`src/sv/spi_pkg.sv`:
```
// ----------------------------------------------------------------------------
// spi_pkg
// Shared types and constants of the spectrum peak interpolator.
// ----------------------------------------------------------------------------
package spi_pkg;

	localparam int MAX_HALF_BINS = 4096;
	localparam int MAG_W         = 24;
	localparam int CNT_W         = $clog2(MAX_HALF_BINS + 1);
	localparam int IDX_W         = 13;
	localparam int POS_W         = 28;
	localparam int FREQ_W        = 48;
	localparam int AMP_W         = MAG_W + 1;
	localparam int SPACING_W     = 32;
	localparam int FRAC_W        = 15;
	localparam int HALF_Q15      = 1 << (FRAC_W - 1);
	localparam int DIFF_W        = MAG_W + 1;
	localparam int DEN_W         = MAG_W + 3;
	localparam int DELTA_W       = FRAC_W + 1;
	localparam int QUO_W         = FRAC_W;
	localparam int REM_W         = DEN_W + QUO_W;
	localparam int PROD_W        = POS_W + SPACING_W;
	localparam int APROD_W       = DIFF_W + DELTA_W;
	localparam int AMP_SHIFT     = FRAC_W + 2;
	localparam int QDEPTH        = 2;
	localparam int QPTR_W        = $clog2(QDEPTH);
	localparam int OUT_DATA_W    = 120;

	typedef struct packed {
		logic               found;
		logic [IDX_W-1:0]   bin;
		logic [MAG_W-1:0]   left;
		logic [MAG_W-1:0]   peak;
		logic [MAG_W-1:0]   right;
	} job_t;

	typedef struct packed {
		logic full;
		logic empty;
	} q_status_t;

endpackage

```
`src/sv/spi_front.sv`:
```
// ----------------------------------------------------------------------------
// spi_front
// Bin tracker: counts bins, keeps the running maximum and its neighbors,
// and issues one job per spectrum on the last bin.
// ----------------------------------------------------------------------------
module spi_front (
	input  logic                        clk,
	input  logic                        arst_n,
	input  logic                        accept,
	input  logic [spi_pkg::MAG_W-1:0]   magnitude,
	input  logic                        last,
	output logic                        push,
	output spi_pkg::job_t               job
);

	logic [spi_pkg::CNT_W-1:0] bin_counter_q;
	logic [spi_pkg::MAG_W-1:0] previous_mag_q;
	logic [spi_pkg::MAG_W-1:0] best_mag_q;
	logic [spi_pkg::IDX_W-1:0] best_bin_q;
	logic [spi_pkg::MAG_W-1:0] left_q;
	logic [spi_pkg::MAG_W-1:0] right_q;
	logic                      await_right_q;
	logic                      candidate;

	assign candidate = !last && (bin_counter_q >= spi_pkg::CNT_W'(1))
		&& (bin_counter_q < spi_pkg::CNT_W'(spi_pkg::MAX_HALF_BINS))
		&& ((bin_counter_q == spi_pkg::CNT_W'(1)) || (magnitude > best_mag_q));

	assign push        = accept && last;
	assign job.found   = bin_counter_q >= spi_pkg::CNT_W'(2);
	assign job.bin     = best_bin_q;
	assign job.left    = left_q;
	assign job.peak    = best_mag_q;
	assign job.right   = await_right_q ? magnitude : right_q;

	always_ff @(posedge clk or negedge arst_n) begin
		if (!arst_n) begin
			bin_counter_q  <= '0;
			previous_mag_q <= '0;
			best_mag_q     <= '0;
			best_bin_q     <= '0;
			left_q         <= '0;
			right_q        <= '0;
			await_right_q  <= 1'b0;
		end else if (accept) begin
			if (last) begin
				bin_counter_q  <= '0;
				previous_mag_q <= '0;
				best_mag_q     <= '0;
				best_bin_q     <= '0;
				left_q         <= '0;
				right_q        <= '0;
				await_right_q  <= 1'b0;
			end else begin
				if (await_right_q) begin
					right_q <= magnitude;
				end
				await_right_q <= candidate;
				if (candidate) begin
					best_mag_q <= magnitude;
					best_bin_q <= spi_pkg::IDX_W'(bin_counter_q);
					left_q     <= previous_mag_q;
				end
				previous_mag_q <= magnitude;
				if (bin_counter_q < spi_pkg::CNT_W'(spi_pkg::MAX_HALF_BINS)) begin
					bin_counter_q <= bin_counter_q + spi_pkg::CNT_W'(1);
				end
			end
		end
	end

endmodule

```
`config.mk`:
```
export PLATFORM = sky130hd
export DESIGN_NAME = spi_front
export DESIGN_NICKNAME = d
export VERILOG_FILES = /design/src/sv/spi_pkg.sv /design/src/sv/spi_front.sv
export SDC_FILE = /design/constraint.sdc
export NUM_CORES = 1
export LEC_CHECK = 0
export ABC_AREA = 0
export BUFFER_PORTS_ARGS = -buffer_cell sky130_fd_sc_hd__buf_2
export CAP_MARGIN = 20
export CORE_MARGIN = 5
export CORE_UTILIZATION = 35
export DETAILED_ROUTE_END_ITERATION = 6
export SLEW_MARGIN = 0
export SYNTH_ARGS = -nofsm -noshare
export SYNTH_HDL_FRONTEND = slang
export SYNTH_SLANG_ARGS = --single-unit
```
`constraint.sdc`:
```
create_clock -name clk -period 3.51 [get_ports clk]
set_input_delay 0.351 -clock clk [delete_from_list [all_inputs] [get_ports clk]]
set_output_delay 0.351 -clock clk [all_outputs]
set_load 0.02 [all_outputs]
```
==> results.sh <==
export IMPL_outcome="finished clean"
export IMPL_synth_warnings=0
export IMPL_die_area_um2=20400
export IMPL_power_switching_mw=1.53
export IMPL_dpl_hpwl_mm=10.7
export IMPL_pwr_share_comb_pct=25.9
export IMPL_wirelength_mm=16.9
export IMPL_vias=4982
export IMPL_fp_dieW_um=143
export IMPL_report_final_slew_viol_count=0
export IMPL_worst_setup_path_end_kind="flop"
export IMPL_crit_required_ns=3.80
export IMPL_clockPowerShare_pct=37.4
export IMPL_whs_ns=0.0640
export IMPL_finalClockSkew_ns=0.0112
export IMPL_rsz0062_at_grt="false"
export IMPL_synth_top_cell_area_share_pct=50.0
export IMPL_clk_pin_slew_ns=0.06
export IMPL_yosysUniqueCellTypes=43
export IMPL_syn_inst=634
export IMPL_fmax_mhz=357
export IMPL_startpoint_type="flop"
export IMPL_die_h_um=143
export IMPL_syn_area_per_cell_um2=9.72
export IMPL_grt_pass1_vias=4844
export IMPL_peakVddDrop_mv=0.380
export IMPL_drive_gt1_share_pct=28.2
export IMPL_rows=48
export IMPL_seq_power_share_pct=36.7
export IMPL_htreeDepth=4
export IMPL_drv_cap=0
export IMPL_drt_iter0_drc=312
export IMPL_syn_to_final_growth_pct=21.7
export IMPL_core_area_um2=17300
export IMPL_cts_tree="yes"
export IMPL_rrSetupSlack_ns=0.71
export IMPL_tns_ns=0
export IMPL_tightestPinTransition_ns=0.935
export IMPL_path_class="reg2reg"
export IMPL_io_buffers=114
export IMPL_drc=0
export IMPL_slowest_delay_ns=0.57
export IMPL_insertion_delay_ns=0.42
export IMPL_synth_area_leaders="dfrtp_1, nand2_1, o21ai_0"
export IMPL_worst_path_buf_inv=2
export IMPL_synth_top_cell_by_area="dfrtp_1"
export IMPL_max_slew_margin_rel_pct=37.6
export IMPL_ctsHoldBuffers=0
export IMPL_ys_seq_area_share_pct=50.0
export IMPL_post_cts_setup_buffers=0
export IMPL_synth_edff_count=0
export IMPL_synth_seq_cells=123
export IMPL_synth_most_common_cell="dfrtp_1"
export IMPL_viasPerCell=5.13
export IMPL_min_path_type="in2async"
export IMPL_root_buffer="clkbuf_16"
export IMPL_nets=789
export IMPL_initial_core_util_pct=35.6
export IMPL_ant_nets=0
export IMPL_ys_top_cells_by_count="dfrtp_1, nand2_1, o21ai_0"
export IMPL_ctsLongestPathBuffers=2
export IMPL_p_per_area_nw_per_um2=616
export IMPL_timing_hold_violations_final=0
export IMPL_cts_repair_resize_count=0
export IMPL_p_int_mw=3.08
export IMPL_wl_per_cell_um=17.3
export IMPL_syn_nets=689
export IMPL_grt_ovfl_total=0
export IMPL_arrival_ns=3.10
export IMPL_async_flop_share_pct=100
export IMPL_leakage_nw=3.57
export IMPL_antenna_cells=0
export IMPL_gr_usage_all_layers_pct=17.2
export IMPL_swShare_pct=33.2
export IMPL_fin_crit_ns=2.80
export IMPL_crit_chain="inv_1 -> ha_1 -> nand4_1 -> nor4_1 -> o311ai_1 -> nand4_1 -> buf_4 -> a211oi_1 -> a221o_1"
export IMPL_fin_crit_sh_pct=79.9
export IMPL_grt_max_degree=72
export IMPL_clkSinkCount=123
export IMPL_finalSetupViolations=0
export IMPL_synthFlopType="dfrtp_1"
export IMPL_worst_path_most_repeated_cell="nand4_1"
export IMPL_gp_congestion=0.837
export IMPL_numCtsBuffers=17
export IMPL_path_max_fanout=60
export IMPL_synth_area_um2=6160
export IMPL_dr_pass1_iters=5
export IMPL_pin_count=115
export IMPL_slowest_stage="buf_4"
export IMPL_grt_pass1_wl_mm=27.4
export IMPL_antenna_found_initial=0
export IMPL_cp_top_family="simple AND/OR/NAND/NOR gates"
==> cell families after synthesis <==
family / Yosys count / synth area share (%)
multiplexers: 24 / 4.39
AND/OR/NAND/NOR: 220 / 17.1
AO/OA/AOI/OAI: 153 / 16.4
adder cells (fa/ha/maj): 27 / 5.48
XOR/XNOR: 8 / 1.14
flip-flops: 123 / 50.0
buffers and inverters: 79 / 5.54
==> final cells by class <==
type | instances | area, µm²
inverter | 33 | 124
fill | 1702 | 9800
timing repair buffer | 127 | 683
clock buffer | 21 | 460
sequential | 123 | 3080
tap | 225 | 282
clock inverter | 11 | 120
multi-input combinational | 432 | 2750
==> power by group through the flow <==
stage / Combinational [mW] / Clock [mW] / Sequential [mW]
6_report: 1.20 / 1.73 / 1.69
5_1_grt: 1.33 / 1.83 / 1.71
4_1_cts: 1.21 / 1.77 / 1.69
3_5_place_dp: 1.21 / 0 / 1.71
3_3_place_gp: 1.21 / 0 / 1.71
2_1_floorplan: 0.670 / 0 / 1.83
==> worst paths after layout <==
path | from | to | cells past startpoint
worst max register to register | best_mag_q[12]$_DFFE_PN0P_ | best_mag_q[4]$_DFFE_PN0P_ | 9
worst max-delay path | best_mag_q[12]$_DFFE_PN0P_ | best_mag_q[4]$_DFFE_PN0P_ | 9
max in group asynchronous | arst_n | best_bin_q[4]$_DFFE_PN0P_ | 2
min in group clk | magnitude[15] | best_mag_q[15]$_DFFE_PN0P_ | 3
worst min register to register | right_q[7]$_DFFE_PN0P_ | right_q[7]$_DFFE_PN0P_ | 2
worst min-delay path | arst_n | right_q[0]$_DFFE_PN0P_ | 1
==> layout by cell type (no fill, tap or decap), drive strengths merged, types with 2 or more instances in the layout <==
| master | n |
|---|---|
| or4 | 2 |
| ha | 27 |
| bufinv | 2 |
| nor4 | 4 |
| and2 | 2 |
| nor2b | 23 |
| clkinv | 4 |
| a221o | 14 |
| nand3 | 47 |
| o21ai | 71 |
| a21oi | 13 |
| nand2b | 4 |
| nor3 | 3 |
| a211oi | 15 |
| clkbuf | 21 |
| dfrtp | 123 |
| mux2 | 24 |
| o31ai | 10 |
| inv | 32 |
| nand2 | 103 |
| clkinvlp | 6 |
| and3 | 3 |
| xnor2 | 4 |
| buf | 127 |
| xor2 | 4 |
| a31o | 22 |
| nor2 | 14 |
| nand4 | 12 |
==> registers in the layout (all words and copies together), names as in the netlist <==
name            count
await_right_q       1
best_bin_q         13
best_mag_q         24
bin_counter_q      13
left_q             24
previous_mag_q     24
right_q            24
==> per-layer routing <==
metal	vias to the layer above	wire (µm)	global-route usage, %
li1	2441	-	-
met1	2406	8190	24.4
met2	125	7530	26.0
met3	10	984	4.69
met4	0	144	4.70
met5	-	0	0
==> stage by stage <==
stage          worst slack [ns]  cell area [µm²]  power, mW  utilization, %  cells
2_1_floorplan              1.02             6160       2.50               -    634
3_3_place_gp              0.771             6900       2.92            39.9    939
3_5_place_dp              0.620             6900       2.92            39.9    939
4_1_cts                   0.686             7480       4.67            43.2    971
5_1_grt                   0.487             7500       4.87            43.3    972
6_report                  0.706             7500       4.62            43.3    972
Power figures use the tool's default switching activity.
