File: config.mk
export PLATFORM = sky130hd
export DESIGN_NAME = spi_queue
export DESIGN_NICKNAME = d
export VERILOG_FILES = /design/src/sv/spi_pkg.sv /design/src/sv/spi_queue.sv
export SDC_FILE = /design/constraint.sdc
export NUM_CORES = 1
export LEC_CHECK = 0
export ABC_AREA = 1
export ABC_CLOCK_PERIOD_IN_PS = 4800
export BUFFER_PORTS_ARGS = -buffer_cell sky130_fd_sc_hd__buf_4
export CAP_MARGIN = 10
export CORE_MARGIN = 1
export CORE_UTILIZATION = 47
export DETAILED_ROUTE_END_ITERATION = 12
export GPL_TIMING_DRIVEN = 1
export PLACE_DENSITY_LB_ADDON = 0.3
export RECOVER_POWER = 50
export SYNTH_ARGS = -nofsm -noshare
export SYNTH_HDL_FRONTEND = slang
export SYNTH_SLANG_ARGS = --single-unit
File: constraint.sdc
create_clock -name clk -period 4.8 [get_ports clk]
set_input_delay 1.44 -clock clk [delete_from_list [all_inputs] [get_ports clk]]
set_output_delay 1.44 -clock clk [all_outputs]
set_load 0.05 [all_outputs]
File: src/sv/spi_pkg.sv
// ----------------------------------------------------------------------------
// spi_pkg
// Shared types and constants of the spectrum peak interpolator.
// ----------------------------------------------------------------------------
package spi_pkg;

	localparam int MAX_HALF_BINS = 4096;
	localparam int MAG_W         = 24;
	localparam int CNT_W         = $clog2(MAX_HALF_BINS + 1);
	localparam int IDX_W         = 13;
	localparam int POS_W         = 28;
	localparam int FREQ_W        = 48;
	localparam int AMP_W         = MAG_W + 1;
	localparam int SPACING_W     = 32;
	localparam int FRAC_W        = 15;
	localparam int HALF_Q15      = 1 << (FRAC_W - 1);
	localparam int DIFF_W        = MAG_W + 1;
	localparam int DEN_W         = MAG_W + 3;
	localparam int DELTA_W       = FRAC_W + 1;
	localparam int QUO_W         = FRAC_W;
	localparam int REM_W         = DEN_W + QUO_W;
	localparam int PROD_W        = POS_W + SPACING_W;
	localparam int APROD_W       = DIFF_W + DELTA_W;
	localparam int AMP_SHIFT     = FRAC_W + 2;
	localparam int QDEPTH        = 2;
	localparam int QPTR_W        = $clog2(QDEPTH);
	localparam int OUT_DATA_W    = 120;

	typedef struct packed {
		logic               found;
		logic [IDX_W-1:0]   bin;
		logic [MAG_W-1:0]   left;
		logic [MAG_W-1:0]   peak;
		logic [MAG_W-1:0]   right;
	} job_t;

	typedef struct packed {
		logic full;
		logic empty;
	} q_status_t;

endpackage

File: src/sv/spi_queue.sv
// ----------------------------------------------------------------------------
// spi_queue
// Two-entry job queue between the bin tracker and the interpolation engine.
// ----------------------------------------------------------------------------
module spi_queue (
	input  logic                clk,
	input  logic                arst_n,
	input  logic                push,
	input  spi_pkg::job_t       push_data,
	input  logic                pop,
	output spi_pkg::job_t       pop_data,
	output spi_pkg::q_status_t  status
);

	spi_pkg::job_t                 mem_q [spi_pkg::QDEPTH];
	logic [spi_pkg::QPTR_W-1:0]    wr_ptr_q;
	logic [spi_pkg::QPTR_W-1:0]    rd_ptr_q;
	logic [spi_pkg::QPTR_W:0]      count_q;
	logic                          do_push;
	logic                          do_pop;

	assign status.full  = count_q == (spi_pkg::QPTR_W+1)'(spi_pkg::QDEPTH);
	assign status.empty = count_q == '0;
	assign do_push      = push && !status.full;
	assign do_pop       = pop && !status.empty;
	assign pop_data     = mem_q[rd_ptr_q];

	always_ff @(posedge clk) begin
		if (do_push) begin
			mem_q[wr_ptr_q] <= push_data;
		end
	end

	always_ff @(posedge clk or negedge arst_n) begin
		if (!arst_n) begin
			wr_ptr_q <= '0;
			rd_ptr_q <= '0;
			count_q  <= '0;
		end else begin
			if (do_push) begin
				wr_ptr_q <= wr_ptr_q + spi_pkg::QPTR_W'(1);
			end
			if (do_pop) begin
				rd_ptr_q <= rd_ptr_q + spi_pkg::QPTR_W'(1);
			end
			if (do_push && !do_pop) begin
				count_q <= count_q + (spi_pkg::QPTR_W+1)'(1);
			end else if (do_pop && !do_push) begin
				count_q <= count_q - (spi_pkg::QPTR_W+1)'(1);
			end
		end
	end

endmodule

==> results.txt, run 1 <==
----------------------------------------------------
[Logic synthesis]
  Mean instance size in the synthesized netlist ... approximately 13 µm²
  Biggest area consumer among synthesized cells ... sky130_fd_sc_hd__edfxtp_1
  Post-synth EDFFs ... approximately 170
  Most instantiated cells after synthesis ... sky130_fd_sc_hd__nand2_1, sky130_fd_sc_hd__edfxtp_1, sky130_fd_sc_hd__buf_2, sky130_fd_sc_hd__inv_1
  Net count after synthesis ... 572
  Count of unique library cells instantiated by Yosys ... 15
  Area share of the leading cell type in the synthesized netlist ... 79.6%
  Gate Count Post-Synth ... 481
  Number of warnings issued by yosys ... 0
  Dominant synthesized flop cell ... sky130_fd_sc_hd__edfxtp_1
  Synthesis-stage register bit count ... 176
  Most frequent cell after synthesis ... sky130_fd_sc_hd__nand2_1
  Synth area leaders ... sky130_fd_sc_hd__edfxtp_1, sky130_fd_sc_hd__nand2_1, sky130_fd_sc_hd__dfrtp_1
  Combined area of all synthesized cells ... 0.00649 mm²
  Proportion of register bits with asynchronous set or reset after synthesis ... 2.27%
  Sequential share of the synthesized area ... 81.1%

[Floorplanning]
  I/O pin total ... 178
  Placeable core region ... 0.0133 mm²
  X dimension of the die ... 120 µm
  Vertical die dimension ... 120 µm
  Die Area ... 0.0143 mm²
  Cell Rows ... 42
  Starting density of the core ... 48.6%

[Critical path]
  Maximum fanout along the worst path ... 33
  Required time at the worst-slack endpoint ... 4.86 ns
  Critical-path cell list ... clkbuf_4 > o21ai_0 > nor2_1 > buf_4
  Cell type of the slowest stage on the worst timing path ... sky130_fd_sc_hd__nor2_1
  Delay of the slowest cell on the worst path ... 1.55 ns
  Crit path DAT ... 3.87 ns
  Worst r2r path cells ... 6
  Sort of element at the start of the critical path ... primary input
  Kind of critical path ... primary input to flip-flop
  CP endpoint kind ... flip-flop

[Placement]
  Final Wtd Congestion ... 0.752
  Minimum setup slack after placement ... 1.52 ns
  Count of buffers inserted at the top-level ports ... 177
  Detailed-placement wirelength estimate ... approximately 8.3 mm
  Area after DPL ... 0.00798 mm²

[Route]
  Post-detailed-route DRC marker count ... 0
  Number of routed nets with antenna violations ... 0
  Drt initial violations ... 209
  DRT Pass-1 Iters ... 4
  Vias per cell ... 4.78
  Overall routed net length ... 13.0 mm
  Overall via count from detail_route ... 4080
  Routed wirelength normalized by instance count ... roughly 15 µm

[Global routing]
  Via count of the first global-routing pass ... ~3900
  Combined global-route utilization of all metal layers ... 18.8%
  Largest net degree at the start of global routing ... 88
  Wire length of the first global-routing pass ... 20.0 mm
  Number of antenna violations at the first check in global routing ... 2
  Global route overflow ... 0

[Run]
  Number of maximum-capacitance constraint violations ... 2

[Clock network]
  Maximum buffer depth of the clock tree ... 2
  Clk sink count ... 176
  Post-CTS repair timing setup buffer count ... 0
  CTS tree ... yes
  Count of hold buffers inserted by post-cts repair ... 0
  Clock transition at the registers of the reported paths ... about 0.060 ns
  Clk root buf ... sky130_fd_sc_hd__clkbuf_16
  Clk Latency, worst-skew pair ... ~0.42 ns
  Total clock buffers created by CTS ... 17
  Total number of H-tree levels ... 4
  Total of cells resized after clock tree synthesis ... 0

[Timing]
  Final sum of negative setup slack ... 0 ns
  Final number of max-transition violations ... 65
  Worst relative slew slack ... -39.6%
  Final setup violating endpoints ... 0
  RSZ-0062 raised after global routing ... false
  Pin slew with the least headroom to its limit ... 2.09 ns
  Final Worst Setup Slack ... 0.985 ns
  Final worst clock skew ... slightly above 0.005 ns
  Count of endpoints failing hold in the final timing report ... 0
  Period Utilization, post-route ... 79.5%
  Highest clock frequency the design can meet ... between 200 and 300 MHz
  Fin crit period ... 3.81 ns

[Min path]
  Hold Path Depth ... 2
  Path type of the worst min-delay path ... flip-flop to flip-flop

[Final layout]
  Final core utilization ... 63.6%
  Count of filler cells inserted in the layout ... around 1100
  Layout cells sized above 1 ... 27.3%
  Final instance area ... 0.00850 mm²
  Number of nets in the finished design ... 755
  Area growth syn-to-layout ... 30.9%

[Pwr]
  Static leakage power ... 3.56 nW
  Worst voltage drop across the vdd grid ... 0.000426 V
  Areal power density over the cells ... 779 mW/mm²

[Status]
  Failing checks ... capacitance limit, slew limit
  Outcome ... complete, but fails checks

----------------------------------------------------
==> metrics by stage <==
stage	hold WS (ns)	total power, mW	instances
global placement	0.483	5.20	821
detailed placement	0.527	5.24	821
floorplan	0.449	4.35	481
global route	0.553	6.92	853
finish	0.541	6.62	854
CTS	0.546	6.70	853
==> placed cells by master (no fill, tap or decap), drive strengths merged <==
master,instances
nand3,1
bufinv,5
clkbuf,108
clkinvlp,4
diode,1
xnor2,1
nor2,4
ha,1
inv,7
nand4,1
nand2,267
buf,95
o21ai,2
clkinv,4
edfxtp,172
dfrtp,4
nand3b,1
==> power by group <==
group          leakage (nW)  switching, mW  internal, mW
logic                  1.62           2.25         0.739
registers              1.65         0.0865          2.10
clock network         0.295          0.529         0.917
==> sequential cells by signal, indices dropped and copies added, names as in the netlist <==
register / count
count_q: 2
mem_q: 172
rd_ptr_q: 1
wr_ptr_q: 1
==> cells by family (layout without fill, tap and decap cells) <==
kind of cell | count (synthesis) | after routing | synth area share, %
other | 0 | 1 | 0
buffers and inverters | 27 | 223 | 2.47
DFF | 176 | 176 | 81.1
and+or+nand+nor | 274 | 274 | 16.0
xor gates and xnor gates | 1 | 1 | 0.135
adders and majority gates | 1 | 1 | 0.193
AOI/OAI and AO/OA | 2 | 2 | 0.154
==> worst max-delay path: cells and delay by family <==
kind	cells	cell delay [ns]
and+or+nand+nor	1	1.55
AOI/OAI and AO/OA	1	0.10
buffers and inverters	2	0.75
==> per-layer routing <==
layer / track usage (%) / up-vias / share of wire, %
met5: 0 / - / 0.10
met4: 7.03 / 2 / 0.96
met3: 6.75 / 13 / 8.0
met2: 29.0 / 148 / 48
met1: 24.4 / 1933 / 43
li1: - / 1984 / -
==> area by class of cell <==
type / instances / area, µm² / area share (%)
Sequential cell: 176 / 5270 / 62.0
Timing Repair Buffer: 183 / 1280 / 15.1
Multi-Input combinational cell: 278 / 1070 / 12.6
Clock buffer: 20 / 437 / 5.14
Tap cell: 176 / 220 / 2.59
Clock inverter: 12 / 190 / 2.24
Inverter: 8 / 31.3 / 0.368
Antenna cell: 1 / 2.50 / 0.0295
==> path summary, 6_finish.rpt <==
| path | startpoint | endpoint | slack (ns) |
|---|---|---|---|
| setup / recovery | push | mem_q[1][28] | 0.99 |
| hold / removal | wr_ptr_q | wr_ptr_q | 0.54 |
| setup reg to reg | count_q[1] | mem_q[0][72] | 1.50 |
| hold reg to reg | wr_ptr_q | wr_ptr_q | 0.54 |
| max in group asynchronous | arst_n | rd_ptr_q | 3.71 |
| min in group asynchronous | arst_n | count_q[0] | 0.86 |
Power figures use the tool's default switching activity.
==> run 2, diff against run 1 <==
ABC_AREA = 0   (was 1)
ABC_CLOCK_PERIOD_IN_PS = 3600   (was 4800)
CORE_UTILIZATION = 52   (was 47)
clock period = 3.6 ns   (was 4.8 ns; I/O delays follow)
==> results.txt, run 2 <==
----------------------------------------------------
[Placement]
  Final Wtd Congestion ... 0.731 (-2.8%)
  Count of buffers inserted at the top-level ports ... 177 (unchanged)
  Detailed-placement wirelength estimate ... 7.19 mm (-13%)

[Logic synthesis]
  Area share of the leading cell type in the synthesized netlist ... 79.2% (-0.38 points)
  Number of warnings issued by yosys ... 0 (unchanged)
  Synth area leaders ... sky130_fd_sc_hd__edfxtp_1, sky130_fd_sc_hd__mux2_2, sky130_fd_sc_hd__mux2_4
  Count of unique library cells instantiated by Yosys ... 15 (unchanged)
  Combined area of all synthesized cells ... 0.00652 mm² (+0.48%)
  Sequential share of the synthesized area ... 80.7% (-0.39 points)
  Proportion of register bits with asynchronous set or reset after synthesis ... 2.27% (unchanged)
  Dominant synthesized flop cell ... sky130_fd_sc_hd__edfxtp_1
  Mean instance size in the synthesized netlist ... 22.7 µm² (+68%)
  Most frequent cell after synthesis ... sky130_fd_sc_hd__edfxtp_1
  Post-synth EDFFs ... 172 (unchanged)
  Biggest area consumer among synthesized cells ... sky130_fd_sc_hd__edfxtp_1
  Most instantiated cells after synthesis ... sky130_fd_sc_hd__edfxtp_1, sky130_fd_sc_hd__mux2_2, sky130_fd_sc_hd__mux2_4, sky130_fd_sc_hd__buf_2, sky130_fd_sc_hd__buf_6
  Gate Count Post-Synth ... 287 (-40%)
  Net count after synthesis ... 378 (-34%)
  Synthesis-stage register bit count ... 176 (unchanged)

[Route]
  Vias per cell ... 4.93 (+3.2%)
  Routed wirelength normalized by instance count ... 16.6 µm (+9.1%)
  Drt initial violations ... 140 (-33%)
  Overall via count from detail_route ... 3238 (-21%)
  Post-detailed-route DRC marker count ... 0 (unchanged)
  Number of routed nets with antenna violations ... 0 (unchanged)
  DRT Pass-1 Iters ... 4 (unchanged)
  Overall routed net length ... 10.9 mm (-16%)

[Final layout]
  Layout cells sized above 1 ... 56.6% (+29 points)
  ANT cells ... 0 (-1)
  Area growth syn-to-layout ... 30.7% (about the same)
  Leading cell type in the layout, fill and taps excluded ... sky130_fd_sc_hd__edfxtp_1
  Count of filler cells inserted in the layout ... 829 (-22%)
  Largest Register ... mem_q
  Final core utilization ... 70.4% (+6.8 points)
  Number of nets in the finished design ... 569 (-25%)
  Most frequent cells in the layout ... sky130_fd_sc_hd__edfxtp_1, sky130_fd_sc_hd__buf_4, sky130_fd_sc_hd__clkbuf_4
  Max reg flops ... 172 (unchanged)
  Biggest registers after layout ... mem_q: 172 flops, count_q: 2 flops

[Timing]
  Final sum of negative setup slack ... 0 ns (unchanged)
  RSZ-0062 raised after global routing ... false
  Final number of max-transition violations ... 35 (-46%)
  Highest clock frequency the design can meet ... 338 MHz
  Pin slew with the least headroom to its limit ... 1.93 ns (-0.158 ns)
  Period Utilization, post-route ... 82.3%
  Count of endpoints failing hold in the final timing report ... 0 (unchanged)
  Final setup violating endpoints ... 0 (unchanged)
  Fin crit period ... 2.96 ns
  Worst relative slew slack ... -28.5% (+11 points)
  Final worst clock skew ... 0.00664 ns (+0.00158 ns)

[Floorplanning]
  Vertical die dimension ... 114 µm (-4.6%)
  Starting density of the core ... 53.9% (+5.2 points)
  X dimension of the die ... 114 µm (-4.6%)
  Placeable core region ... 0.0121 mm² (-9.3%)
  Cell Rows ... 40 (-4.8%)
  I/O pin total ... 178 (unchanged)
  Die Area ... 0.0130 mm² (-9.0%)

[Pwr]
  Static leakage power ... 3.24 nW (-9.1%)
  Worst voltage drop across the vdd grid ... 0.000601 V (+41%)
  Total Power ... 8.26 mW (+25%)
  Areal power density over the cells ... 969 mW/mm² (+24%)

[Global routing]
  Global route overflow ... 0 (unchanged)
  Wire length of the first global-routing pass ... 16.6 mm (-17%)
  Largest net degree at the start of global routing ... 58 (-34%)
  Combined global-route utilization of all metal layers ... 17.8% (-0.99 points)
  Via count of the first global-routing pass ... 3408 (-13%)
  Number of antenna violations at the first check in global routing ... 0 (-2)

[Status]
  Failing checks ... capacitance limit, slew limit
  Outcome ... complete, but fails checks

[Critical path]
  Crit path DAT ... 1.88 ns (-1.99 ns)
  Critical path's most frequent cell ... sky130_fd_sc_hd__buf_4
  Sort of element at the start of the critical path ... flip-flop
  Worst r2r path cells ... 4 (-2)
  Delay of the slowest cell on the worst path ... 0.44 ns (-1.11 ns)
  Cell type of the slowest stage on the worst timing path ... sky130_fd_sc_hd__buf_4
  Worst path bufs/invs ... 2 (unchanged)
  Cell family with the largest share of critical-path delay ... buffers and inverters
  Maximum fanout along the worst path ... 32 (-3.0%)
  Number of cells on the critical path ... 3 (-1)
  CP endpoint kind ... output port
  Required time at the worst-slack endpoint ... 2.52 ns (-2.34 ns)
  Kind of critical path ... flip-flop to output port
  Critical-path cell list ... buf_4 > mux2_2 > buf_4

[Min path]
  Path type of the worst min-delay path ... primary input to async pin

[Clock network]
  Clk root buf ... sky130_fd_sc_hd__clkbuf_16
  Maximum buffer depth of the clock tree ... 2 (unchanged)
  Total of cells resized after clock tree synthesis ... 0 (unchanged)
  Clock transition at the registers of the reported paths ... 0.06 ns (about the same)
  Clk sink count ... 176 (unchanged)
  CTS tree ... yes
  Count of hold buffers inserted by post-cts repair ... 0 (unchanged)
  Total number of H-tree levels ... 4 (unchanged)
  Post-CTS repair timing setup buffer count ... 0 (unchanged)
  Total clock buffers created by CTS ... 17 (unchanged)
  Clk Latency, worst-skew pair ... 0.42 ns (about the same)

[Run]
  Number of maximum-capacitance constraint violations ... 1 (-1)

----------------------------------------------------
run 2: cell types whose count changed after synthesis, moves of 2 or more:
cell	delta
sky130_fd_sc_hd__buf_2	-6
sky130_fd_sc_hd__buf_4	-4
sky130_fd_sc_hd__inv_1	-5
sky130_fd_sc_hd__mux2_2	+56
sky130_fd_sc_hd__mux2_4	+30
sky130_fd_sc_hd__nand2_1	-266
sky130_fd_sc_hd__xnor2_1	+2
sky130_fd_sc_hd__xor2_1	+2
run 2: per-stage QoR:
step	setup WS [ns]	instances	instance area [µm²]	hold slack (ns)
final	0.638	657	8530	0.494
after CTS	0.601	657	8590	0.432
after global routing	0.540	657	8530	0.489
after floorplan	0.0268	287	6530	0.480
after global placement	1.09	627	8060	0.496
after detailed placement	1.05	627	8060	0.528
run 2: worst paths after layout:
path | start | to | slack (ns)
max in group asynchronous | arst_n | rd_ptr_q | 2.88
max reg2reg | count_q[0] | mem_q[0][51] | 0.95
min in group clk | count_q[1] | count_q[1] | 0.54
max | rd_ptr_q | pop_data[11] | 0.64
min reg2reg | count_q[1] | count_q[1] | 0.54
min | arst_n | wr_ptr_q | 0.49
run 2: layout make-up:
cell class	instances	area (µm²)	area share [%]
Clock inverter	9	93.8	1.10
Multi-Input combinational cell	99	1180	13.8
Sequential cell	176	5270	61.8
Inverter	2	7.51	0.0880
Timing Repair Buffer	182	1330	15.6
Tap cell	168	210	2.46
Clock buffer	21	440	5.16
run 2: kinds of logic after synthesis:
| kind of cell | Yosys count | share of synthesized area [%] |
|---|---|---|
| flip-flops | 176 | 80.7 |
| buffers and inverters | 12 | 1.36 |
| XOR/XNOR | 5 | 0.671 |
| AND/OR/NAND/NOR | 6 | 0.422 |
| adder cells (fa/ha/maj) | 1 | 0.192 |
| AO/OA/AOI/OAI | 1 | 0.0766 |
| multiplexers | 86 | 16.6 |
run 2: per-layer routing:
layer	global-route usage [%]	part of all wire (%)	wire (µm)	up-vias
met5	0	0	0	-
met4	8.23	1.9	211	0
met3	7.81	10	1090	19
met2	29.8	49	5360	137
met1	19.6	39	4220	1568
li1	-	-	-	1514
run 2: power breakdown:
part	total [mW]	switching, mW	internal (mW)
Sequential	2.94	0.120	2.82
Combinational	3.66	2.42	1.24
Clock	1.67	0.668	1.00
Total	8.26	3.21	5.06
