### src/sv/spi_pkg.sv
// ----------------------------------------------------------------------------
// spi_pkg
// Shared types and constants of the spectrum peak interpolator.
// ----------------------------------------------------------------------------
package spi_pkg;

	localparam int MAX_HALF_BINS = 4096;
	localparam int MAG_W         = 24;
	localparam int CNT_W         = $clog2(MAX_HALF_BINS + 1);
	localparam int IDX_W         = 13;
	localparam int POS_W         = 28;
	localparam int FREQ_W        = 48;
	localparam int AMP_W         = MAG_W + 1;
	localparam int SPACING_W     = 32;
	localparam int FRAC_W        = 15;
	localparam int HALF_Q15      = 1 << (FRAC_W - 1);
	localparam int DIFF_W        = MAG_W + 1;
	localparam int DEN_W         = MAG_W + 3;
	localparam int DELTA_W       = FRAC_W + 1;
	localparam int QUO_W         = FRAC_W;
	localparam int REM_W         = DEN_W + QUO_W;
	localparam int PROD_W        = POS_W + SPACING_W;
	localparam int APROD_W       = DIFF_W + DELTA_W;
	localparam int AMP_SHIFT     = FRAC_W + 2;
	localparam int QDEPTH        = 2;
	localparam int QPTR_W        = $clog2(QDEPTH);
	localparam int OUT_DATA_W    = 120;

	typedef struct packed {
		logic               found;
		logic [IDX_W-1:0]   bin;
		logic [MAG_W-1:0]   left;
		logic [MAG_W-1:0]   peak;
		logic [MAG_W-1:0]   right;
	} job_t;

	typedef struct packed {
		logic full;
		logic empty;
	} q_status_t;

endpackage

### src/sv/spi_back.sv
// ----------------------------------------------------------------------------
// spi_back
// Interpolation engine: parabolic vertex offset through a serial divider,
// position, frequency and amplitude, into the output word register.
// ----------------------------------------------------------------------------
module spi_back (
	input  logic                            clk,
	input  logic                            arst_n,
	input  logic                            q_empty,
	input  spi_pkg::job_t                   q_data,
	output logic                            q_pop,
	input  logic [spi_pkg::SPACING_W-1:0]   bin_spacing,
	output logic                            out_valid,
	input  logic                            out_ready,
	output logic                            found,
	output logic [spi_pkg::IDX_W-1:0]       peak_index,
	output logic [spi_pkg::POS_W-1:0]       peak_position,
	output logic [spi_pkg::FREQ_W-1:0]      peak_freq,
	output logic [spi_pkg::AMP_W-1:0]       peak_amplitude
);

	typedef enum logic [2:0] {
		S_IDLE,
		S_PREP,
		S_CHECK,
		S_DIV,
		S_POS,
		S_MUL,
		S_DONE
	} state_t;

	localparam int STEP_W = $clog2(spi_pkg::QUO_W);

	state_t                                 state_q;
	spi_pkg::job_t                          job_q;
	logic [spi_pkg::REM_W-1:0]              rem_q;
	logic [spi_pkg::REM_W-1:0]              d2_q;
	logic [spi_pkg::REM_W-1:0]              dsh_q;
	logic                                   neg_q;
	logic                                   dzero_q;
	logic [spi_pkg::QUO_W-1:0]              quo_q;
	logic [STEP_W-1:0]                      step_q;
	logic signed [spi_pkg::DIFF_W-1:0]      diff_q;
	logic signed [spi_pkg::DELTA_W-1:0]     delta_q;
	logic [spi_pkg::POS_W-1:0]              pos_q;
	logic [spi_pkg::PROD_W-1:0]             fprod_q;
	logic signed [spi_pkg::APROD_W-1:0]     aprod_q;
	logic                                   out_valid_q;

	logic signed [spi_pkg::DIFF_W-1:0]      diff;
	logic signed [spi_pkg::DEN_W-1:0]       den;
	logic [spi_pkg::MAG_W-1:0]              abs_diff;
	logic [spi_pkg::DEN_W-1:0]              abs_den;
	logic [spi_pkg::REM_W-1:0]              n2;
	logic [spi_pkg::QUO_W-1:0]              quo_clamp;
	logic signed [spi_pkg::DELTA_W-1:0]     delta;
	logic signed [spi_pkg::POS_W:0]         pos_s;
	logic [spi_pkg::APROD_W-1:0]            abs_aprod;
	logic [spi_pkg::APROD_W-1:0]            amp_q_round;
	logic signed [spi_pkg::DEN_W-1:0]       amp_corr;
	logic signed [spi_pkg::DEN_W-1:0]       amp_s;
	logic [spi_pkg::AMP_W-1:0]              amp_sat;
	logic [spi_pkg::PROD_W-1:0]             freq_round;
	logic                                   out_free;

	assign diff     = $signed({1'b0, job_q.left}) - $signed({1'b0, job_q.right});
	assign den      = $signed({3'b000, job_q.left}) + $signed({3'b000, job_q.right})
		- $signed({2'b00, job_q.peak, 1'b0});
	assign abs_diff = diff[spi_pkg::DIFF_W-1] ? spi_pkg::MAG_W'(-diff)
		: spi_pkg::MAG_W'(diff);
	assign abs_den  = den[spi_pkg::DEN_W-1] ? spi_pkg::DEN_W'(-den) : spi_pkg::DEN_W'(den);
	assign n2       = spi_pkg::REM_W'({abs_diff, {spi_pkg::FRAC_W{1'b0}}})
		+ spi_pkg::REM_W'(abs_den);

	assign quo_clamp = (quo_q > spi_pkg::QUO_W'(spi_pkg::HALF_Q15))
		? spi_pkg::QUO_W'(spi_pkg::HALF_Q15) : quo_q;
	assign delta     = neg_q ? -$signed({1'b0, quo_clamp}) : $signed({1'b0, quo_clamp});
	assign pos_s     = $signed({1'b0, job_q.bin, {spi_pkg::FRAC_W{1'b0}}})
		+ (spi_pkg::POS_W+1)'(delta);

	assign abs_aprod   = aprod_q[spi_pkg::APROD_W-1] ? spi_pkg::APROD_W'(-aprod_q)
		: spi_pkg::APROD_W'(aprod_q);
	assign amp_q_round = (abs_aprod + spi_pkg::APROD_W'(1 << (spi_pkg::AMP_SHIFT - 1)))
		>> spi_pkg::AMP_SHIFT;
	assign amp_corr    = aprod_q[spi_pkg::APROD_W-1]
		? -$signed(spi_pkg::DEN_W'(amp_q_round)) : $signed(spi_pkg::DEN_W'(amp_q_round));
	assign amp_s       = $signed({3'b000, job_q.peak}) - amp_corr;
	always_comb begin
		if (amp_s < 0) begin
			amp_sat = '0;
		end else if (amp_s > $signed(spi_pkg::DEN_W'({spi_pkg::AMP_W{1'b1}}))) begin
			amp_sat = '1;
		end else begin
			amp_sat = spi_pkg::AMP_W'(amp_s);
		end
	end
	assign freq_round = (fprod_q + spi_pkg::PROD_W'(spi_pkg::HALF_Q15)) >> spi_pkg::FRAC_W;

	assign out_free  = !out_valid_q || out_ready;
	assign q_pop     = (state_q == S_IDLE) && !q_empty;
	assign out_valid = out_valid_q;

	always_ff @(posedge clk or negedge arst_n) begin
		if (!arst_n) begin
			state_q        <= S_IDLE;
			out_valid_q    <= 1'b0;
			job_q          <= '0;
			rem_q          <= '0;
			d2_q           <= '0;
			dsh_q          <= '0;
			neg_q          <= 1'b0;
			dzero_q        <= 1'b0;
			quo_q          <= '0;
			step_q         <= '0;
			diff_q         <= '0;
			delta_q        <= '0;
			pos_q          <= '0;
			fprod_q        <= '0;
			aprod_q        <= '0;
			found          <= 1'b0;
			peak_index     <= '0;
			peak_position  <= '0;
			peak_freq      <= '0;
			peak_amplitude <= '0;
		end else begin
			if (out_valid_q && out_ready && (state_q != S_DONE)) begin
				out_valid_q <= 1'b0;
			end
			unique case (state_q)
				S_IDLE: begin
					if (!q_empty) begin
						job_q   <= q_data;
						state_q <= S_PREP;
					end
				end
				S_PREP: begin
					rem_q   <= n2;
					d2_q    <= spi_pkg::REM_W'({abs_den, 1'b0});
					neg_q   <= diff[spi_pkg::DIFF_W-1] ^ den[spi_pkg::DEN_W-1];
					dzero_q <= den == '0;
					diff_q  <= diff;
					quo_q   <= '0;
					state_q <= job_q.found ? S_CHECK : S_DONE;
				end
				S_CHECK: begin
					dsh_q  <= d2_q << (spi_pkg::QUO_W - 1);
					step_q <= STEP_W'(spi_pkg::QUO_W - 1);
					if (dzero_q) begin
						state_q <= S_POS;
					end else if (rem_q >= (d2_q << spi_pkg::QUO_W)) begin
						quo_q   <= spi_pkg::QUO_W'(spi_pkg::HALF_Q15);
						state_q <= S_POS;
					end else begin
						state_q <= S_DIV;
					end
				end
				S_DIV: begin
					if (rem_q >= dsh_q) begin
						rem_q <= rem_q - dsh_q;
						quo_q <= {quo_q[spi_pkg::QUO_W-2:0], 1'b1};
					end else begin
						quo_q <= {quo_q[spi_pkg::QUO_W-2:0], 1'b0};
					end
					dsh_q  <= dsh_q >> 1;
					step_q <= step_q - STEP_W'(1);
					if (step_q == '0) begin
						state_q <= S_POS;
					end
				end
				S_POS: begin
					delta_q <= delta;
					pos_q   <= pos_s[spi_pkg::POS_W] ? '0 : spi_pkg::POS_W'(pos_s);
					state_q <= S_MUL;
				end
				S_MUL: begin
					fprod_q <= spi_pkg::PROD_W'(pos_q) * spi_pkg::PROD_W'(bin_spacing);
					aprod_q <= diff_q * delta_q;
					state_q <= S_DONE;
				end
				S_DONE: begin
					if (out_free) begin
						out_valid_q <= 1'b1;
						found       <= job_q.found;
						if (job_q.found) begin
							peak_index     <= job_q.bin;
							peak_position  <= pos_q;
							peak_freq      <= freq_round[spi_pkg::FREQ_W-1:0];
							peak_amplitude <= amp_sat;
						end else begin
							peak_index     <= '0;
							peak_position  <= '0;
							peak_freq      <= '0;
							peak_amplitude <= '0;
						end
						state_q <= S_IDLE;
					end
				end
				default: state_q <= S_IDLE;
			endcase
		end
	end

	a_delta_bound: assert property (@(posedge clk) disable iff (!arst_n)
		(state_q == S_MUL) |-> (delta_q <= $signed(spi_pkg::DELTA_W'(spi_pkg::HALF_Q15))
			&& delta_q >= -$signed(spi_pkg::DELTA_W'(spi_pkg::HALF_Q15))))
		else $error("vertex offset out of range");

	a_short_zero: assert property (@(posedge clk) disable iff (!arst_n)
		(out_valid_q && !found) |-> (peak_index == '0 && peak_position == '0
			&& peak_freq == '0 && peak_amplitude == '0))
		else $error("short spectrum word not zero");

	a_div_start: assert property (@(posedge clk) disable iff (!arst_n)
		(state_q == S_DIV && $past(state_q) == S_CHECK)
			|-> (step_q == STEP_W'(spi_pkg::QUO_W - 1) && quo_q == '0))
		else $error("divider started in wrong state");

	a_hold_result: assert property (@(posedge clk) disable iff (!arst_n)
		(state_q == S_DONE && out_valid_q && !out_ready) |=> (state_q == S_DONE))
		else $error("result dropped while output busy");

endmodule

### config.mk
export PLATFORM = sky130hd
export DESIGN_NAME = spi_back
export DESIGN_NICKNAME = d
export VERILOG_FILES = /design/src/sv/spi_pkg.sv /design/src/sv/spi_back.sv
export SDC_FILE = /design/constraint.sdc
export NUM_CORES = 2
export LEC_CHECK = 0
export BUFFER_PORTS_ARGS = -buffer_cell sky130_fd_sc_hd__buf_4
export CORE_AREA = 3 3 368 515
export DETAILED_ROUTE_END_ITERATION = 10
export DIE_AREA = 0 0 371 518
export PLACE_DENSITY_LB_ADDON = 0.05
export SLEW_MARGIN = 5
export SYNTH_ARGS = -nofsm -noshare
export SYNTH_HDL_FRONTEND = slang
export SYNTH_SLANG_ARGS = --single-unit
### constraint.sdc
create_clock -name clk -period 8.9 [get_ports clk]
set_input_delay 1.335 -clock clk [delete_from_list [all_inputs] [get_ports clk]]
set_output_delay 1.335 -clock clk [all_outputs]
set_load 0.01 [all_outputs]
==> metrics.txt <==
# TYPE chip_impl_metric gauge
chip_impl_info{name="outcome",value="complete, no violations"} 1
chip_impl_metric{name="placement.setup.worst_slack",unit="ps"} 68.0
chip_impl_metric{name="routed-via-count",unit=""} 57966
chip_impl_metric{name="grt_remaining_overflow",unit=""} 0
chip_impl_metric{name="setup.reg_to_reg.worst_slack",unit="ps"} 640
chip_impl_metric{name="place_congestion",unit=""} 0.931
chip_impl_metric{name="cp.required",unit="ps"} 9550
chip_impl_info{name="min_path_type",value="reg -> reg"} 1
chip_impl_metric{name="cp_data_arrival_time",unit="ps"} 8910
chip_impl_metric{name="worst-path-max-fanout",unit=""} 17
chip_impl_metric{name="cts.sinks",unit=""} 489
chip_impl_metric{name="final_max_slew_viol_count",unit=""} 0
chip_impl_metric{name="floorplan_die_area",unit="um^2"} 192000
chip_impl_metric{name="clkTransAtPathRegs",unit="ps"} 60
chip_impl_metric{name="top_level_ports",unit=""} 239
chip_impl_metric{name="vias_in_the_first_global_route",unit=""} 63033
chip_impl_info{name="postSynth.topFlopCell",value="sky130_fd_sc_hd__dfrtp_1"} 1
chip_impl_info{name="start_of_the_worst_register_to_register_path",value="pos_q[4]"} 1
chip_impl_metric{name="synthesis.area",unit="um^2"} 73800
chip_impl_metric{name="synth.lib_cells_used.distinct",unit=""} 109
chip_impl_info{name="critical_path.reg2reg.endpoint",value="fprod_q[59]"} 1
chip_impl_metric{name="worst-slew-pin-transition",unit="ps"} 1210
chip_impl_metric{name="synth-edff-count",unit=""} 0
chip_impl_metric{name="clock_latency",unit="ps"} 710
chip_impl_metric{name="ff2ff_path_depth",unit=""} 27
chip_impl_metric{name="cts_htree_levels",unit=""} 2
chip_impl_metric{name="max_clock_freq",unit="MHz"} 121
chip_impl_metric{name="timing.max_slew.rel_slack",unit="%"} 19.2
chip_impl_metric{name="place.detailed.instances",unit=""} 10851
chip_impl_metric{name="worst_clock_skew",unit="ps"} 47.5
chip_impl_metric{name="nNetsFinal",unit=""} 10254
chip_impl_metric{name="fillCellCount",unit=""} 18706
chip_impl_info{name="cts_tree",value="built"} 1
chip_impl_metric{name="die_w",unit="um"} 371
chip_impl_info{name="yosys.area.top_type",value="sky130_fd_sc_hd__fa_1"} 1
chip_impl_metric{name="wire_per_inst",unit="um"} 23.3
chip_impl_info{name="worstSetupEndpointType",value="register"} 1
chip_impl_metric{name="cts-buffers-inserted",unit=""} 60
chip_impl_metric{name="maxCapViolCount",unit=""} 0
chip_impl_metric{name="grt_start_max_net_pins",unit=""} 119
chip_impl_metric{name="placement.io_buffers",unit=""} 235
chip_impl_info{name="worstSetupPathType",value="reg -> reg"} 1
chip_impl_metric{name="detail_route.wirelength",unit="um"} 255000
chip_impl_metric{name="drtIter0Drc",unit=""} 3033
chip_impl_metric{name="design.core.area",unit="um^2"} 186000
chip_impl_metric{name="core.rowCount",unit=""} 187
chip_impl_metric{name="post-route-min-period",unit="ps"} 8260
chip_impl_metric{name="dr.pass1.iters",unit=""} 6
chip_impl_metric{name="initial_core_util",unit="%"} 39.8
chip_impl_metric{name="yosysSeqAreaShare",unit="%"} 16.6
chip_impl_metric{name="number_of_antenna_violations_at_the_first_check_in_global_routing",unit=""} 10
chip_impl_metric{name="drive_gt1_share",unit="%"} 7.61
chip_impl_metric{name="syn_avg_cell_area",unit="um^2"} 8.75
chip_impl_metric{name="die_h",unit="um"} 518
chip_impl_info{name="synth_area_leaders",value="sky130_fd_sc_hd__fa_1 32%, sky130_fd_sc_hd__dfrtp_1 17%, sky130_fd_sc_hd__ha_1 8.2%"} 1
chip_impl_metric{name="totalNegativeSetupSlack",unit="ps"} 0
chip_impl_info{name="worstHoldEndpoint",value="peak_position[26]"} 1
chip_impl_metric{name="final.hold.worst_slack",unit="ps"} 468
chip_impl_metric{name="place.detailed.hpwl",unit="um"} 204000
chip_impl_metric{name="min_delay_path_depth",unit=""} 2
chip_impl_metric{name="detailed_route_drc_error_count",unit=""} 0
chip_impl_info{name="library_cell_used_as_clock_root_buffer",value="sky130_fd_sc_hd__clkbuf_16"} 1
chip_impl_metric{name="via_to_cell_ratio",unit=""} 5.28
chip_impl_metric{name="grt_first_pass_wirelength",unit="um"} 392000
chip_impl_metric{name="cts_buffer_depth",unit=""} 3
chip_impl_info{name="rsz0062_at_grt",value="no"} 1
chip_impl_info{name="worst_setup_path_start_kind",value="register"} 1
chip_impl_metric{name="stdcell_count",unit=""} 10976
chip_impl_metric{name="area_delta_synth_final",unit="%"} 9.04
chip_impl_metric{name="final_hold_viol_count",unit=""} 0
chip_impl_metric{name="final_critical_path_setup_slack",unit="ps"} 641
chip_impl_metric{name="postSynthCellCount",unit=""} 8433
chip_impl_metric{name="post_cts.repair.setup_buffers",unit=""} 0
chip_impl_info{name="origin_of_the_worst_min_delay_path",value="peak_position[26]"} 1
chip_impl_metric{name="synth.yosys.warnings",unit=""} 0
chip_impl_metric{name="grt_use_total",unit="%"} 27.0
chip_impl_metric{name="fin_crit_sh",unit="%"} 92.8
chip_impl_metric{name="postSynthRegisterBits",unit=""} 489
chip_impl_metric{name="async_flop_share",unit="%"} 100
chip_impl_metric{name="setup-violations-final",unit=""} 0
chip_impl_metric{name="yosys.area.top_type_share",unit="%"} 32.4
chip_impl_metric{name="ant_nets",unit=""} 0
final cells by class:
| cell class | count | area (um^2) | share of cell area (%) |
|---|---|---|---|
| flip-flops and latches | 489 | 12200 | 15.2 |
| multi-input cells | 6079 | 54600 | 67.8 |
| diodes | 12 | 30.0 | 0.0373 |
| repair buffers | 401 | 3090 | 3.84 |
| clock inverters | 35 | 420 | 0.522 |
| clock buffers | 78 | 1700 | 2.11 |
| well taps | 2457 | 3070 | 3.82 |
| inverters | 1425 | 5350 | 6.65 |
layout by cell type, fill, tap and decap left out, types with 34 or more instances in the layout:
cell | Yosys | layout
sky130_fd_sc_hd__dfrtp_1 | 489 | 486
sky130_fd_sc_hd__and3_1 | 52 | 52
sky130_fd_sc_hd__buf_4 | 6 | 394
sky130_fd_sc_hd__mux2i_1 | 34 | 34
sky130_fd_sc_hd__o31ai_1 | 41 | 41
sky130_fd_sc_hd__nor2b_1 | 38 | 37
sky130_fd_sc_hd__xor2_1 | 141 | 141
sky130_fd_sc_hd__o21a_1 | 53 | 53
sky130_fd_sc_hd__a211oi_1 | 46 | 46
sky130_fd_sc_hd__and2_1 | 412 | 411
sky130_fd_sc_hd__clkbuf_16 | 0 | 60
sky130_fd_sc_hd__xnor2_1 | 201 | 201
sky130_fd_sc_hd__nand2b_1 | 58 | 57
sky130_fd_sc_hd__nand3_1 | 152 | 152
sky130_fd_sc_hd__nor3_1 | 63 | 63
sky130_fd_sc_hd__ha_1 | 483 | 483
sky130_fd_sc_hd__nand2_1 | 1498 | 1495
sky130_fd_sc_hd__mux2_2 | 51 | 51
sky130_fd_sc_hd__o21ai_0 | 413 | 412
sky130_fd_sc_hd__a21oi_1 | 263 | 263
sky130_fd_sc_hd__nand4_1 | 35 | 35
sky130_fd_sc_hd__nor2_1 | 234 | 233
sky130_fd_sc_hd__inv_1 | 1425 | 1425
sky130_fd_sc_hd__or3_1 | 35 | 35
sky130_fd_sc_hd__fa_1 | 1193 | 1193
sky130_fd_sc_hd__a21o_1 | 130 | 130
flip-flops by register name (all words and copies together), names as in the netlist:
signal / cells
fprod_q: 46
job_q: 86
out_valid: 1
neg_q: 1
dsh_q: 42
state_q: 3
dzero_q: 1
peak_freq: 45
peak_position: 28
rem_q: 42
delta_q: 16
d2_q: 27
diff_q: 24
found: 1
aprod_q: 41
pos_q: 28
peak_index: 13
quo_q: 15
peak_amplitude: 25
step_q: 4
worst max path at each step:
stage,start,to,cells past startpoint
2_1_floorplan,bin_spacing[13],fprod_q[47],27
3_3_place_gp,bin_spacing[9],fprod_q[59],28
3_5_place_dp,bin_spacing[9],fprod_q[59],27
4_1_cts,aprod_q[15],peak_amplitude[24],26
5_1_grt,pos_q[4],fprod_q[55],26
6_report,pos_q[4],fprod_q[59],27
metrics by stage:
stage	instance area, um^2	utilization (%)
2_1_floorplan	73800	-
3_3_place_gp	78300	42.2
3_5_place_dp	78300	42.2
4_1_cts	80400	43.4
5_1_grt	80500	43.4
6_report	80500	43.4
metal layers:
layer	vias to the layer above	part of all wire, %	track usage, %
li1	26541	-	-
met1	29750	38	30.9
met2	1246	53	50.4
met3	425	3.4	2.35
met4	4	5.5	12.3
met5	-	0.0082	0
Yosys cell counts, drive strengths merged (12+ instances only):
master and count:
nand3b 12, nand4 37, a211oi 47, nor4 30, inv 1425, o21ai 440
nor2 236, nor2b 38, and4 13, a41oi 13, xor2 141, dfrtp 489
fa 1193, nand2 1498, clkbuf 416, a2111oi 12, a21o 130, a21oi 265
mux2 51, buf 27, ha 483, xnor2 201, or3 35, a31oi 33
and3 52, and2 414, nand2b 58, a22o 23, nor3 67, o21a 53
o31ai 45, nor3b 12, o211ai 27, or2 25, o21bai 32, nand3 153
mux2i 34
timing repair:
action / 4_1_cts / 5_1_grt
gates resized for setup: 0 / 1
setup endpoints to repair: 0 / 2
hold buffers: 0 / 0
cells by family after synthesis:
family / count (synthesis) / synth area share (%)
compound gates: 1255 / 10.9
xor+xnor: 343 / 4.09
fa+ha+maj: 1676 / 40.5
buf+inv: 1868 / 9.58
flops: 489 / 16.6
mux: 85 / 1.24
other cells: 1 / 0.00508
simple gates: 2716 / 17.1
worst max-delay path: stages, from the launching register on:
cell	delay (ps)
sky130_fd_sc_hd__dfrtp_1	1140
sky130_fd_sc_hd__nand2_1	190
sky130_fd_sc_hd__fa_1	590
sky130_fd_sc_hd__inv_1	50
sky130_fd_sc_hd__fa_1	500
sky130_fd_sc_hd__fa_1	540
sky130_fd_sc_hd__inv_1	50
sky130_fd_sc_hd__fa_1	470
sky130_fd_sc_hd__fa_1	550
sky130_fd_sc_hd__inv_1	50
sky130_fd_sc_hd__fa_1	520
sky130_fd_sc_hd__fa_1	420
sky130_fd_sc_hd__ha_1	340
sky130_fd_sc_hd__a21o_1	170
sky130_fd_sc_hd__a21oi_1	380
sky130_fd_sc_hd__o22ai_1	160
sky130_fd_sc_hd__a211oi_1	180
sky130_fd_sc_hd__o21ai_0	130
sky130_fd_sc_hd__buf_4	180
sky130_fd_sc_hd__o2111ai_1	200
sky130_fd_sc_hd__buf_4	200
sky130_fd_sc_hd__a21oi_1	80
sky130_fd_sc_hd__buf_4	160
sky130_fd_sc_hd__o211ai_1	240
sky130_fd_sc_hd__a311oi_1	140
sky130_fd_sc_hd__buf_4	160
sky130_fd_sc_hd__or3_1	340
sky130_fd_sc_hd__nand3_1	80
Power is left out: the tool's default activity adds up to more than one toggle a clock period on the data nets, which glitch-free logic cannot reach.
